<file path="src/sv/ifp_pkg.sv">
// Shared types, character codes and helper functions of the infix to postfix converter.
package ifp_pkg;

  localparam int unsigned DEF_STACK_DEPTH = 32;

  localparam logic [7:0] CH_PLUS   = 8'h2B;
  localparam logic [7:0] CH_MINUS  = 8'h2D;
  localparam logic [7:0] CH_STAR   = 8'h2A;
  localparam logic [7:0] CH_SLASH  = 8'h2F;
  localparam logic [7:0] CH_LPAREN = 8'h28;
  localparam logic [7:0] CH_RPAREN = 8'h29;
  localparam logic [7:0] CH_NUL    = 8'h00;

  typedef enum logic [1:0] {
    STAT_OK        = 2'd0,
    STAT_OVERFLOW  = 2'd1,
    STAT_UNMATCHED = 2'd2
  } status_t;

  typedef struct packed {
    logic [7:0] in_char;
    logic       end_of_expr;
  } in_word_t;

  typedef struct packed {
    logic [7:0] out_char;
    logic       last;
    status_t    status;
  } out_word_t;

  typedef enum logic [2:0] {
    ST_IDLE,
    ST_DISPATCH,
    ST_READ,
    ST_EVAL,
    ST_PUSH,
    ST_FIN
  } state_t;

  typedef struct packed {
    logic push;
    logic pop;
  } stk_ctrl_t;

  typedef struct packed {
    logic empty;
    logic full;
    logic one_left;
    logic paren_any;
  } stk_stat_t;

  function automatic logic [1:0] op_prio(input logic [7:0] c);
    logic [1:0] p;
    p = 2'd0;
    if (c == CH_PLUS || c == CH_MINUS) p = 2'd1;
    if (c == CH_STAR || c == CH_SLASH) p = 2'd2;
    return p;
  endfunction

  function automatic logic is_alnum(input logic [7:0] c);
    return (c inside {[8'h30:8'h39], [8'h41:8'h5A], [8'h61:8'h7A]});
  endfunction

endpackage

</file>
<file path="src/sv/ifp_stack.sv">
// Operator stack: one-port memory with registered top read, fill count and '(' count.
module ifp_stack import ifp_pkg::*; #(
  parameter int unsigned STACK_DEPTH = DEF_STACK_DEPTH
) (
  input  logic       clk,
  input  logic       rst,
  input  stk_ctrl_t  ctrl,
  input  logic [7:0] push_char,
  output logic [7:0] top_char,
  output stk_stat_t  stat
);

  localparam int unsigned AW = $clog2(STACK_DEPTH);
  localparam int unsigned CW = $clog2(STACK_DEPTH + 1);

  logic [7:0]    mem [STACK_DEPTH];
  logic [CW-1:0] count;
  logic [CW-1:0] paren;
  logic [CW-1:0] count_dec;
  logic [AW-1:0] top_addr;
  logic [AW-1:0] wr_addr;

  assign count_dec = count - CW'(1);
  assign top_addr  = count_dec[AW-1:0];
  assign wr_addr   = count[AW-1:0];

  // top is re-read every cycle; only used once it has been read with the count steady
  always_ff @(posedge clk) begin
    if (ctrl.push) begin
      mem[wr_addr] <= push_char;
    end
    top_char <= mem[top_addr];
  end

  always_ff @(posedge clk) begin
    if (rst) begin
      count <= '0;
      paren <= '0;
    end else begin
      if (ctrl.push) begin
        count <= count + CW'(1);
        if (push_char == CH_LPAREN) paren <= paren + CW'(1);
      end else if (ctrl.pop) begin
        count <= count_dec;
        if (top_char == CH_LPAREN) paren <= paren - CW'(1);
      end
    end
  end

  assign stat.empty     = (count == '0);
  assign stat.full      = (count == CW'(STACK_DEPTH));
  assign stat.one_left  = (count == CW'(1));
  assign stat.paren_any = (paren != '0);

endmodule

</file>
<file path="src/sv/infix_to_postfix_converter_core.sv">
// Top level of the shunting-yard infix to postfix converter.
//
//   channel  | valid        | stall        | word
//   ---------+--------------+--------------+---------------------------------
//   item     | item_valid   | item_stall   | item   (in_char, end_of_expr)
//   result   | result_valid | result_stall | result (out_char, last, status)
//
// Sequence: one word is taken at a time, in the idle state. A letter, digit
// or unmatched ')' passes dispatch and finish, a push dispatch, push and
// finish, a flush of an empty stack dispatch alone. Every stack entry looked
// at (popped, the dropped '(' or the entry that stops an operator) adds a
// memory read of the top, then a compare: the stack memory has a registered read.
// Reset: rst clears the sequencer, the output and the stack count; the stack
// memory itself is not cleared, entries above the count are never read.
// Stalls: a held result waits while the output register is full and stalled,
// and the sequencer, and so item_stall, waits with it.
module infix_to_postfix_converter_core import ifp_pkg::*; #(
  parameter int unsigned STACK_DEPTH = DEF_STACK_DEPTH
) (
  input  logic      clk,
  input  logic      rst,
  input  logic      item_valid,
  output logic      item_stall,
  input  in_word_t  item,
  output logic      result_valid,
  input  logic      result_stall,
  output out_word_t result
);

  state_t     state, state_next;
  in_word_t   cur;

  // one result is held back until we know whether another follows it,
  // so that last can be set on the final one
  logic       pend_valid, pend_valid_next;
  logic [7:0] pend_char, pend_char_next;
  status_t    pend_status, pend_status_next;

  logic       out_load;
  logic       out_last;
  logic       out_free;

  stk_ctrl_t  stk_ctrl;
  stk_stat_t  stk_stat;
  logic [7:0] top_char;

  logic       can_move;
  logic       stop_here;

  ifp_stack #(
    .STACK_DEPTH(STACK_DEPTH)
  ) u_stack (
    .clk       (clk),
    .rst       (rst),
    .ctrl      (stk_ctrl),
    .push_char (cur.in_char),
    .top_char  (top_char),
    .stat      (stk_stat)
  );

  assign item_stall = (state != ST_IDLE);
  assign out_free   = !result_valid || !result_stall;
  assign can_move   = !pend_valid || out_free;

  // operator pop loop halts at '(' or at a lower-priority entry
  assign stop_here  = (top_char == CH_LPAREN) || (op_prio(top_char) < op_prio(cur.in_char));

  always_ff @(posedge clk) begin
    if (rst) begin
      state <= ST_IDLE;
    end else begin
      state <= state_next;
    end
  end

  always_comb begin
    state_next       = state;
    pend_valid_next  = pend_valid;
    pend_char_next   = pend_char;
    pend_status_next = pend_status;
    out_load         = 1'b0;
    out_last         = 1'b0;
    stk_ctrl         = '0;

    case (state)
      ST_IDLE: begin
        if (item_valid) state_next = ST_DISPATCH;
      end

      ST_DISPATCH: begin
        if (cur.end_of_expr) begin
          state_next = stk_stat.empty ? ST_IDLE : ST_READ;
        end else if (cur.in_char == CH_LPAREN) begin
          state_next = ST_PUSH;
        end else if (is_alnum(cur.in_char)) begin
          pend_valid_next  = 1'b1;
          pend_char_next   = cur.in_char;
          pend_status_next = STAT_OK;
          state_next       = ST_FIN;
        end else if (cur.in_char == CH_RPAREN) begin
          if (stk_stat.paren_any) begin
            state_next = ST_READ;
          end else begin
            pend_valid_next  = 1'b1;
            pend_char_next   = CH_NUL;
            pend_status_next = STAT_UNMATCHED;
            state_next       = ST_FIN;
          end
        end else begin
          state_next = stk_stat.empty ? ST_PUSH : ST_READ;
        end
      end

      ST_READ: begin
        state_next = ST_EVAL;
      end

      ST_EVAL: begin
        if (!cur.end_of_expr && cur.in_char == CH_RPAREN && top_char == CH_LPAREN) begin
          // matching '(' is dropped
          stk_ctrl.pop = 1'b1;
          state_next   = ST_FIN;
        end else if (!cur.end_of_expr && cur.in_char != CH_RPAREN && stop_here) begin
          state_next = ST_PUSH;
        end else if (can_move) begin
          stk_ctrl.pop     = 1'b1;
          out_load         = pend_valid;
          pend_valid_next  = 1'b1;
          pend_char_next   = top_char;
          pend_status_next = STAT_OK;
          if (cur.end_of_expr) begin
            state_next = stk_stat.one_left ? ST_FIN : ST_READ;
          end else if (cur.in_char == CH_RPAREN) begin
            state_next = ST_READ;
          end else begin
            state_next = stk_stat.one_left ? ST_PUSH : ST_READ;
          end
        end
      end

      ST_PUSH: begin
        // full only when nothing was popped, so nothing is pending here
        if (stk_stat.full) begin
          pend_valid_next  = 1'b1;
          pend_char_next   = CH_NUL;
          pend_status_next = STAT_OVERFLOW;
        end else begin
          stk_ctrl.push = 1'b1;
        end
        state_next = ST_FIN;
      end

      ST_FIN: begin
        if (!pend_valid) begin
          state_next = ST_IDLE;
        end else if (out_free) begin
          out_load        = 1'b1;
          out_last        = 1'b1;
          pend_valid_next = 1'b0;
          state_next      = ST_IDLE;
        end
      end

      default: begin
        state_next = ST_IDLE;
      end
    endcase
  end

  always_ff @(posedge clk) begin
    if (state == ST_IDLE && item_valid) begin
      cur <= item;
    end
    pend_char   <= pend_char_next;
    pend_status <= pend_status_next;
    if (out_load) begin
      result.out_char <= pend_char;
      result.last     <= out_last;
      result.status   <= pend_status;
    end
  end

  always_ff @(posedge clk) begin
    if (rst) begin
      pend_valid   <= 1'b0;
      result_valid <= 1'b0;
    end else begin
      pend_valid <= pend_valid_next;
      if (out_load) begin
        result_valid <= 1'b1;
      end else if (!result_stall) begin
        result_valid <= 1'b0;
      end
    end
  end

endmodule
</file>
<file path="config.mk">
export PLATFORM = sky130hd
export DESIGN_NAME = infix_to_postfix_converter_core
export DESIGN_NICKNAME = d
export VERILOG_FILES = /design/src/sv/ifp_pkg.sv /design/src/sv/ifp_stack.sv /design/src/sv/infix_to_postfix_converter_core.sv
export SDC_FILE = /design/constraint.sdc
export NUM_CORES = 1
export LEC_CHECK = 0
export ABC_AREA = 1
export ABC_CLOCK_PERIOD_IN_PS = 4150
export BUFFER_PORTS_ARGS = -buffer_cell sky130_fd_sc_hd__buf_2
export CAP_MARGIN = 20
export CORE_MARGIN = 4
export CORE_UTILIZATION = 45
export DETAILED_ROUTE_END_ITERATION = 12
export PLACE_DENSITY_LB_ADDON = 0.1
export SETUP_SLACK_MARGIN = 0.5
export SLEW_MARGIN = 20
export SYNTH_ARGS = -nofsm -noshare
export SYNTH_HDL_FRONTEND = slang
export SYNTH_SLANG_ARGS = --single-unit
</file>
<file path="constraint.sdc">
create_clock -name clk -period 4.15 [get_ports clk]
set_clock_uncertainty 0.05 [all_clocks]
set_input_delay 0.2075 -clock clk [delete_from_list [all_inputs] [get_ports clk]]
set_output_delay 0.2075 -clock clk [all_outputs]
set_load 0.1 [all_outputs]
</file>
==> reports/metrics.yaml, run 1 <==
run_status:
  outcome: "completed"
floorplanning:
  ios: 26
  dieArea_um2: 32300
  die_h_um: 180
  core_um2: 28900
  std_cell_rows: 62
  die_w_um: 180
  start_util: 0.459
cts:
  cts_made_buffers: 34
  cts_hold_buffers: 11
  post-cts-setup-buffer-count: 0
  cts_tree: "yes"
  clock_latency_ps: 510
  clock_path_buffers: 3
  clock-sinks: 311
  cts_resized: 0
  clk_pin_slew_ps: 60
  cts-htree-levels: 2
  cts_root_buf: "clkbuf_16"
pwr:
  leakage_uw: 0.00513
  finalPower_uw: 11500
  switching_share: 0.386
  power.internal_uw: 7090
  p_sw_uw: 4450
  ir_drop_mv: 0.417
  power_density_nw_per_um2: 765
  seqPwrFrac: 0.344
  combPwrFrac: 0.396
  clkPwrFrac: 0.260
cells_and_area:
  drive_gt1_frac: 0.151
  fill_cells: 2539
  antennaDiodeCount: 0
  fin_nets: 1144
  syn_to_final_growth_pct: 13.8
synthesis:
  avgSynthCellArea_um2: 12.4
  synthFlopType: "edfxtp_1"
  netlist_top_cells_count: "edfxtp_1, nor2_1, o21ai_0, nand2_1, o32ai_1"
  synth-seq-cells: 311
  yosys-top-cells-area: "edfxtp_1, nor2_1, dfxtp_1"
  syn_nets: 1092
  yosys.area.top_type: "edfxtp_1"
  synth.distinct_cells: 47
  postSynth.asyncResetShare: 0
  ys.warnings.count: 0
  synth.most_common_cell: "edfxtp_1"
  syn_area_um2: 13300
  synth-edff-count: 286
  ys_seq_area_frac: 0.686
  synthCells: 1068
  synth_top_area_share: 0.648
worst_setup_path:
  startpoint_type: "flip-flop"
  crit_fanout: 48
  cp_data_arrival_time_ps: 3220
  critical_path_class: "flip-flop to flip-flop"
  worstPathRequired_ps: 4500
  r2r_cells: 8
  cp-end-kind: "flip-flop"
sta:
  hold_viol_final: 0
  fin_hold_ws_ps: 158
  worstMarginPinSlew_ps: 997
  setup_viol: 0
  grt_setup_unrepaired: "false"
  min_period_ps: 2870
  slew_headroom: 0.333
  fin_ws_ps: 1280
  setup_tns_ps: 0
  max_freq_ghz: 0.349
  drv_slew: 0
  post-route-period-util: 0.691
placed_design:
  io_buffers: 25
  gp_congestion: 0.883
  hpwl_um: 20600
  pre_cts_ws_ps: 1290
run:
  maxCapViolations: 0
routing:
  wirelength_um: 33300
  antenna_left: 0
  initialDrtViolationCount: 901
  vias_per_cell: 5.59
  drtPass1Iterations: 5
  wl_per_cell_um: 21.8
  drc: 0
  vias: 8547
global_routing:
  antenna_found_initial: 1
  gr-usage-all-layers: 0.201
  grt_start_max_net_pins: 69
  global_route.overflow_total: 0
  grt_pass1_wl_um: 50100
  grt_pass1_vias: 8239
min_path:
  hp-class: "input port to flip-flop"
  whs_path_depth: 5
==> worst paths after layout <==
check             slack [ps]        startpoint                   to
hold reg to reg          370      pend_char[5]            result[8]
setup reg to reg        1280  u_stack.count[0]  u_stack.top_char[1]
setup / recovery        1280  u_stack.count[0]  u_stack.top_char[1]
hold / removal           160        item_valid             state[1]
==> cell usage in the layout (no fill, tap or decap), drive strengths merged, types with 2 or more instances in the layout <==
cell,n
o221ai,17
ha,10
o32ai,53
dfxtp,25
nor3,9
nand4,2
clkbuf,45
clkinv,13
buf,59
dlygate4sd3,11
xor2,6
mux2i,18
nor2,245
o21ai,112
bufinv,3
o21bai,2
a21oi,24
mux2,8
xnor2,4
o211ai,16
inv,58
edfxtp,286
nand3,30
nand2,81
==> stage by stage <==
step	area, um2	std cells	utilization
finish	15100	1529	0.523
global route	15100	1529	0.523
CTS	15100	1529	0.523
detailed placement	13900	1457	0.480
global placement	13900	1457	0.480
floorplan	13300	1068	-
==> critical path, cell delays in order (launching register included) <==
cell	delay, ps
dfxtp_4	350
clkinv_2	100
buf_4	510
nand2_2	170
xor2_4	700
inv_2	270
o21ai_0	180
o21ai_1	130
mux2_2	280
==> metal layers <==
metal | track usage | vias to the layer above | part of all wire
met2 | 0.310 | 280 | 0.46
met3 | 0.0321 | 59 | 0.061
met4 | 0.0594 | 0 | 0.023
li1 | - | 4002 | -
met5 | 0 | - | 0
met1 | 0.296 | 4206 | 0.46
==> registers in the layout, indices dropped and copies added, names as in the netlist <==
| signal | count |
|---|---|
| pend_char | 8 |
| u_stack.paren | 6 |
| pend_status | 2 |
| u_stack.mem | 256 |
| cur | 9 |
| u_stack.count | 6 |
| pend_valid | 1 |
| state | 3 |
| u_stack.top_char | 8 |
| result | 11 |
| result_valid | 1 |
==> logic make-up after synthesis <==
kind of cell | count (synthesis) | share of synthesized area
simple gates | 369 | 0.115
flops | 311 | 0.686
compound gates | 228 | 0.120
buf+inv | 113 | 0.0383
mux | 26 | 0.0204
fa+ha+maj | 11 | 0.0109
xor+xnor | 10 | 0.00944
==> cell type report <==
| cell class | instances | area, um2 | share of cell area |
|---|---|---|---|
| Sequential cell | 311 | 9090 | 0.603 |
| Multi-Input combinational cell | 644 | 3670 | 0.243 |
| Clock buffer | 45 | 956 | 0.0634 |
| Timing Repair Buffer | 70 | 503 | 0.0333 |
| Tap cell | 384 | 480 | 0.0318 |
| Inverter | 59 | 225 | 0.0149 |
| Clock inverter | 16 | 158 | 0.0105 |
==> power groups by stage <==
| stage | logic (uW) | registers (uW) | clock network [uW] |
|---|---|---|---|
| global route | 4980 | 3990 | 3190 |
| global placement | 4570 | 4030 | 0 |
| floorplan | 3140 | 4030 | 0 |
| CTS | 4580 | 3970 | 3070 |
| finish | 4570 | 3970 | 3000 |
| detailed placement | 4560 | 4030 | 0 |
Note: power is estimated with default switching activity, not from simulation.
==> run 2: changes to the inputs <==
ABC_AREA = 0   (was 1)
ABC_CLOCK_PERIOD_IN_PS = 2910   (was 4150)
clock period = 2.91 ns   (was 4.15 ns; I/O delays follow)
==> run 2 against run 1 <==
Effect of this change: final cell count is 18% lower; count of clock-buffer cells in the layout is 4 lower; fmax is 12% higher; flip-flop and latch count stayed put; largest cell class unchanged; largest power group is now registers.
==> reports/metrics.yaml, run 2 <==
pwr:
  switching_share: 0.217  # was 0.386
  leakage_uw: 0.00517  # was 0.00513 uW
  combPwrFrac: 0.075  # was 0.396
  ir_drop_mv: 0.488  # was 0.417 mV
  power.internal_uw: 7670  # was 7090 uW
  seqPwrFrac: 0.510  # was 0.344
  p_sw_uw: 2130  # was 4450 uW
  clkPwrFrac: 0.415  # was 0.260
  power_density_nw_per_um2: 617  # was 765 nW/um2
global_routing:
  global_route.overflow_total: 0  # unchanged
  met1_usage: 0.290  # was 0.296
  busiest_layer: "met1"  # was met2
  antenna_found_initial: 0  # was 1
  grt_pass1_vias: 7075  # was 8239
  met2_usage: 0.289  # was 0.310
  gr-usage-all-layers: 0.190  # was 0.201
  grt_pass1_wl_um: 44300  # was 50100 um
  grt_start_max_net_pins: 53  # was 69
  grtUsageMet3: 0.0328  # was 0.0321
floorplanning:
  core_um2: 27900  # was 28900 um2
  dieArea_um2: 31200  # was 32300 um2
  std_cell_rows: 61  # was 62
  ios: 26  # unchanged
  die_w_um: 177  # was 180 um
  die_h_um: 177  # was 180 um
  start_util: 0.457  # was 0.459
sta:
  slew_headroom: 0.509  # was 0.333
  post-route-period-util: 0.880  # was 0.691
  setup_viol: 0  # unchanged
  fin_hold_ws_ps: 21.4  # was 158 ps
  max_freq_ghz: 0.390  # was 0.349 GHz
  grt_setup_unrepaired: "true"  # was false
  worstMarginPinSlew_ps: 734  # was 997 ps
  hold_viol_final: 0  # unchanged
  drv_slew: 0  # unchanged
  min_period_ps: 2560  # was 2870 ps
  setup_tns_ps: 0  # unchanged
cts:
  cts_tree: "yes"  # unchanged
  clk_pin_slew_ps: 70  # was 60 ps
  clock_latency_ps: 500  # was 510 ps
  clock-sinks: 311  # unchanged
  cts_made_buffers: 35  # was 34
  cts_root_buf: "clkbuf_16"  # unchanged
  clock_path_buffers: 3  # unchanged
  cts-htree-levels: 2  # unchanged
synthesis:
  syn_nets: 713  # was 1092
  netlist_top_cells_count: "edfxtp_1, mux4_2, nor2_1, dfxtp_1, nand2_1"  # was edfxtp_1, nor2_1, o21ai_0, nand2_1, o32ai_1
  ys.warnings.count: 0  # unchanged
  ys_seq_area_frac: 0.711  # was 0.686
  avgSynthCellArea_um2: 18.5  # was 12.4 um2
  postSynth.asyncResetShare: 0  # unchanged
  synth.distinct_cells: 68  # was 47
  syn_area_um2: 12800  # was 13300 um2
  synthFlopType: "edfxtp_1"  # unchanged
  synth-edff-count: 286  # unchanged
  synth_top_area_share: 0.672  # was 0.648
  yosys.area.top_type: "edfxtp_1"  # unchanged
  synth-seq-cells: 311  # unchanged
  synthCells: 689  # was 1068
  yosys-top-cells-area: "edfxtp_1, mux4_2, dfxtp_1"  # was edfxtp_1, nor2_1, dfxtp_1
  synth.most_common_cell: "edfxtp_1"  # unchanged
placed_design:
  io_buffers: 25  # unchanged
  hpwl_um: 18700  # was 20600 um
  gp_congestion: 0.920  # was 0.883
  dp.cells: 1131  # was 1457
  place_area_um2: 13900  # about the same
cells_and_area:
  syn_to_final_growth_pct: 24.2  # was 13.8%
  final_area_um2: 15900  # was 15100 um2
  layout_common_cells: "edfxtp_1, buf_4, mux4_2, nor2_1, clkbuf_16"  # was edfxtp_1, nor2_1, o21ai_0, nand2_1, o32ai_1
  top_regs: "u_stack.mem (256), result (11), cur (9)"  # unchanged
  final_core_util: 0.568  # was 0.523
  drive_gt1_frac: 0.387  # was 0.151
  largest_reg_flops: 256  # unchanged
  finalNonFillerCells: 1247  # was 1529
  top_register: "u_stack.mem"  # unchanged
  final_common_cell: "edfxtp_1"  # unchanged
  fin_nets: 869  # was 1144
  fill_cells: 2153  # was 2539
routing:
  vias_per_cell: 5.70  # was 5.59
  wirelength_um: 30100  # was 33300 um
  initialDrtViolationCount: 734  # was 901
  vias: 7108  # was 8547
  drc: 0  # unchanged
  wl_per_cell_um: 24.1  # was 21.8 um
  drtPass1Iterations: 5  # unchanged
  antenna_left: 0  # unchanged
worst_setup_path:
  crit_fanout: 5  # was 48
  cp-end-kind: "flip-flop"  # unchanged
  cp-startpoint: "cur[8]"  # was u_stack.count[0]
  r2r_cells: 12  # was 8
  cp_data_arrival_time_ps: 2730  # was 3220 ps
  slowest_delay_ps: 400  # was 700 ps
  timing.rr.end: "pend_char[1]"  # was u_stack.top_char[1]
  cp_num_buf_inv: 2  # was 3
  cp_top_family: "simple AND/OR/NAND/NOR gates"  # was buffers and inverters
  critical_path_class: "flip-flop to flip-flop"  # unchanged
  r2r_slack_ps: 350  # was 1280 ps
  path_depth: 12  # was 8
  crit_path_end: "pend_char[1]"  # was u_stack.top_char[1]
  worstPathRequired_ps: 3080  # was 4500 ps
  crit_chain: "nand4bb_4 > nor2_4 > nand3_2 > ha_4 > nor2_4 > a21oi_2 > o41ai_4 > nand2_1 > a21oi_2 > nor3_4 > buf_6 > buf_12"  # was clkinv_2 > buf_4 > nand2_2 > xor2_4 > inv_2 > o21ai_0 > o21ai_1 > mux2_2
  slowest_stage: "edfxtp_1"  # was xor2_4
  r2r_start: "cur[8]"  # was u_stack.count[0]
  startpoint_type: "flip-flop"  # unchanged
run:
  maxCapViolations: 0  # unchanged
run_status:
  outcome: "completed"  # unchanged
min_path:
  hp-class: "input port to flip-flop"  # unchanged
## run 2: cell types whose count changed after synthesis, sizes merged, moves of 9 or more
cell and change:
nor2 -190, o21ai -104, mux4 +80, nand2 -56, o32ai -52, inv -46, o221ai -16, o211ai -15
buf -14, mux2i -14, clkbuf -10, nand3 -9
## run 2: metal layers
metal | wire, um | up-vias
met4 | 515 | 0
li1 | - | 3136
met5 | 0 | -
met1 | 13400 | 3666
met2 | 14100 | 263
met3 | 2130 | 43
## run 2: worst min-delay path by stage
stage | startpoint | endpoint | slack (ps) | cells past startpoint
2_1_floorplan | item[0] | cur[0] | 190 | 0
3_5_place_dp | item[5] | cur[5] | 280 | 1
5_1_grt | item_valid | state[0] | 50 | 4
4_1_cts | item_valid | state[0] | 9 | 4
3_3_place_gp | item[5] | cur[5] | 270 | 1
6_report | item_valid | state[0] | 20 | 4
## run 2: area by class of cell
cell class	count	area, um2	share of cell area
multi-input cells	335	3840	0.242
flip-flops and latches	311	9110	0.574
diodes	1	2.50	0.000158
clock buffers	41	898	0.0566
clock inverters	19	150	0.00946
well taps	378	473	0.0298
repair buffers	149	1350	0.0849
inverters	13	53.8	0.00339
## run 2: logic make-up after synthesis
family                   Yosys count  share of synthesized area
AND/OR/NAND/NOR                  147                     0.0578
flip-flops                       311                      0.711
multiplexers                      93                      0.152
XOR/XNOR                          12                    0.00822
AO/OA/AOI/OAI                     72                     0.0440
buffers and inverters             43                     0.0154
adder cells (fa/ha/maj)           11                     0.0114
## run 2: metrics by stage
step           total power, uW  setup slack (ps)
4_1_cts                   9810               372
6_report                  9800               349
3_5_place_dp              5710               122
3_3_place_gp              5690               223
2_1_floorplan             5500               153
5_1_grt                  10100               253
## run 2: tightest hold or removal path: stages
cell and delay [ps]:
buf_2 100, inv_1 60, a31o_2 180, a41oi_1 50
## run 2: timing repair
item	4_1_cts	5_1_grt
hold buffers	11	0
endpoints found under the setup margin	235	167
pin swaps	14	31
setup buffers	20	18
gates resized for setup	19	60
gates cloned	1	5
hold endpoints to repair	14	0
## run 2: power groups by stage
stage               sequential [uW]  clock, uW  combinational, uW
floorplan                      5110          0                384
global placement               5090          0                608
detailed placement             5090          0                621
CTS                            4990       4150                668
global route                   5000       4350                785
finish                         5000       4060                738
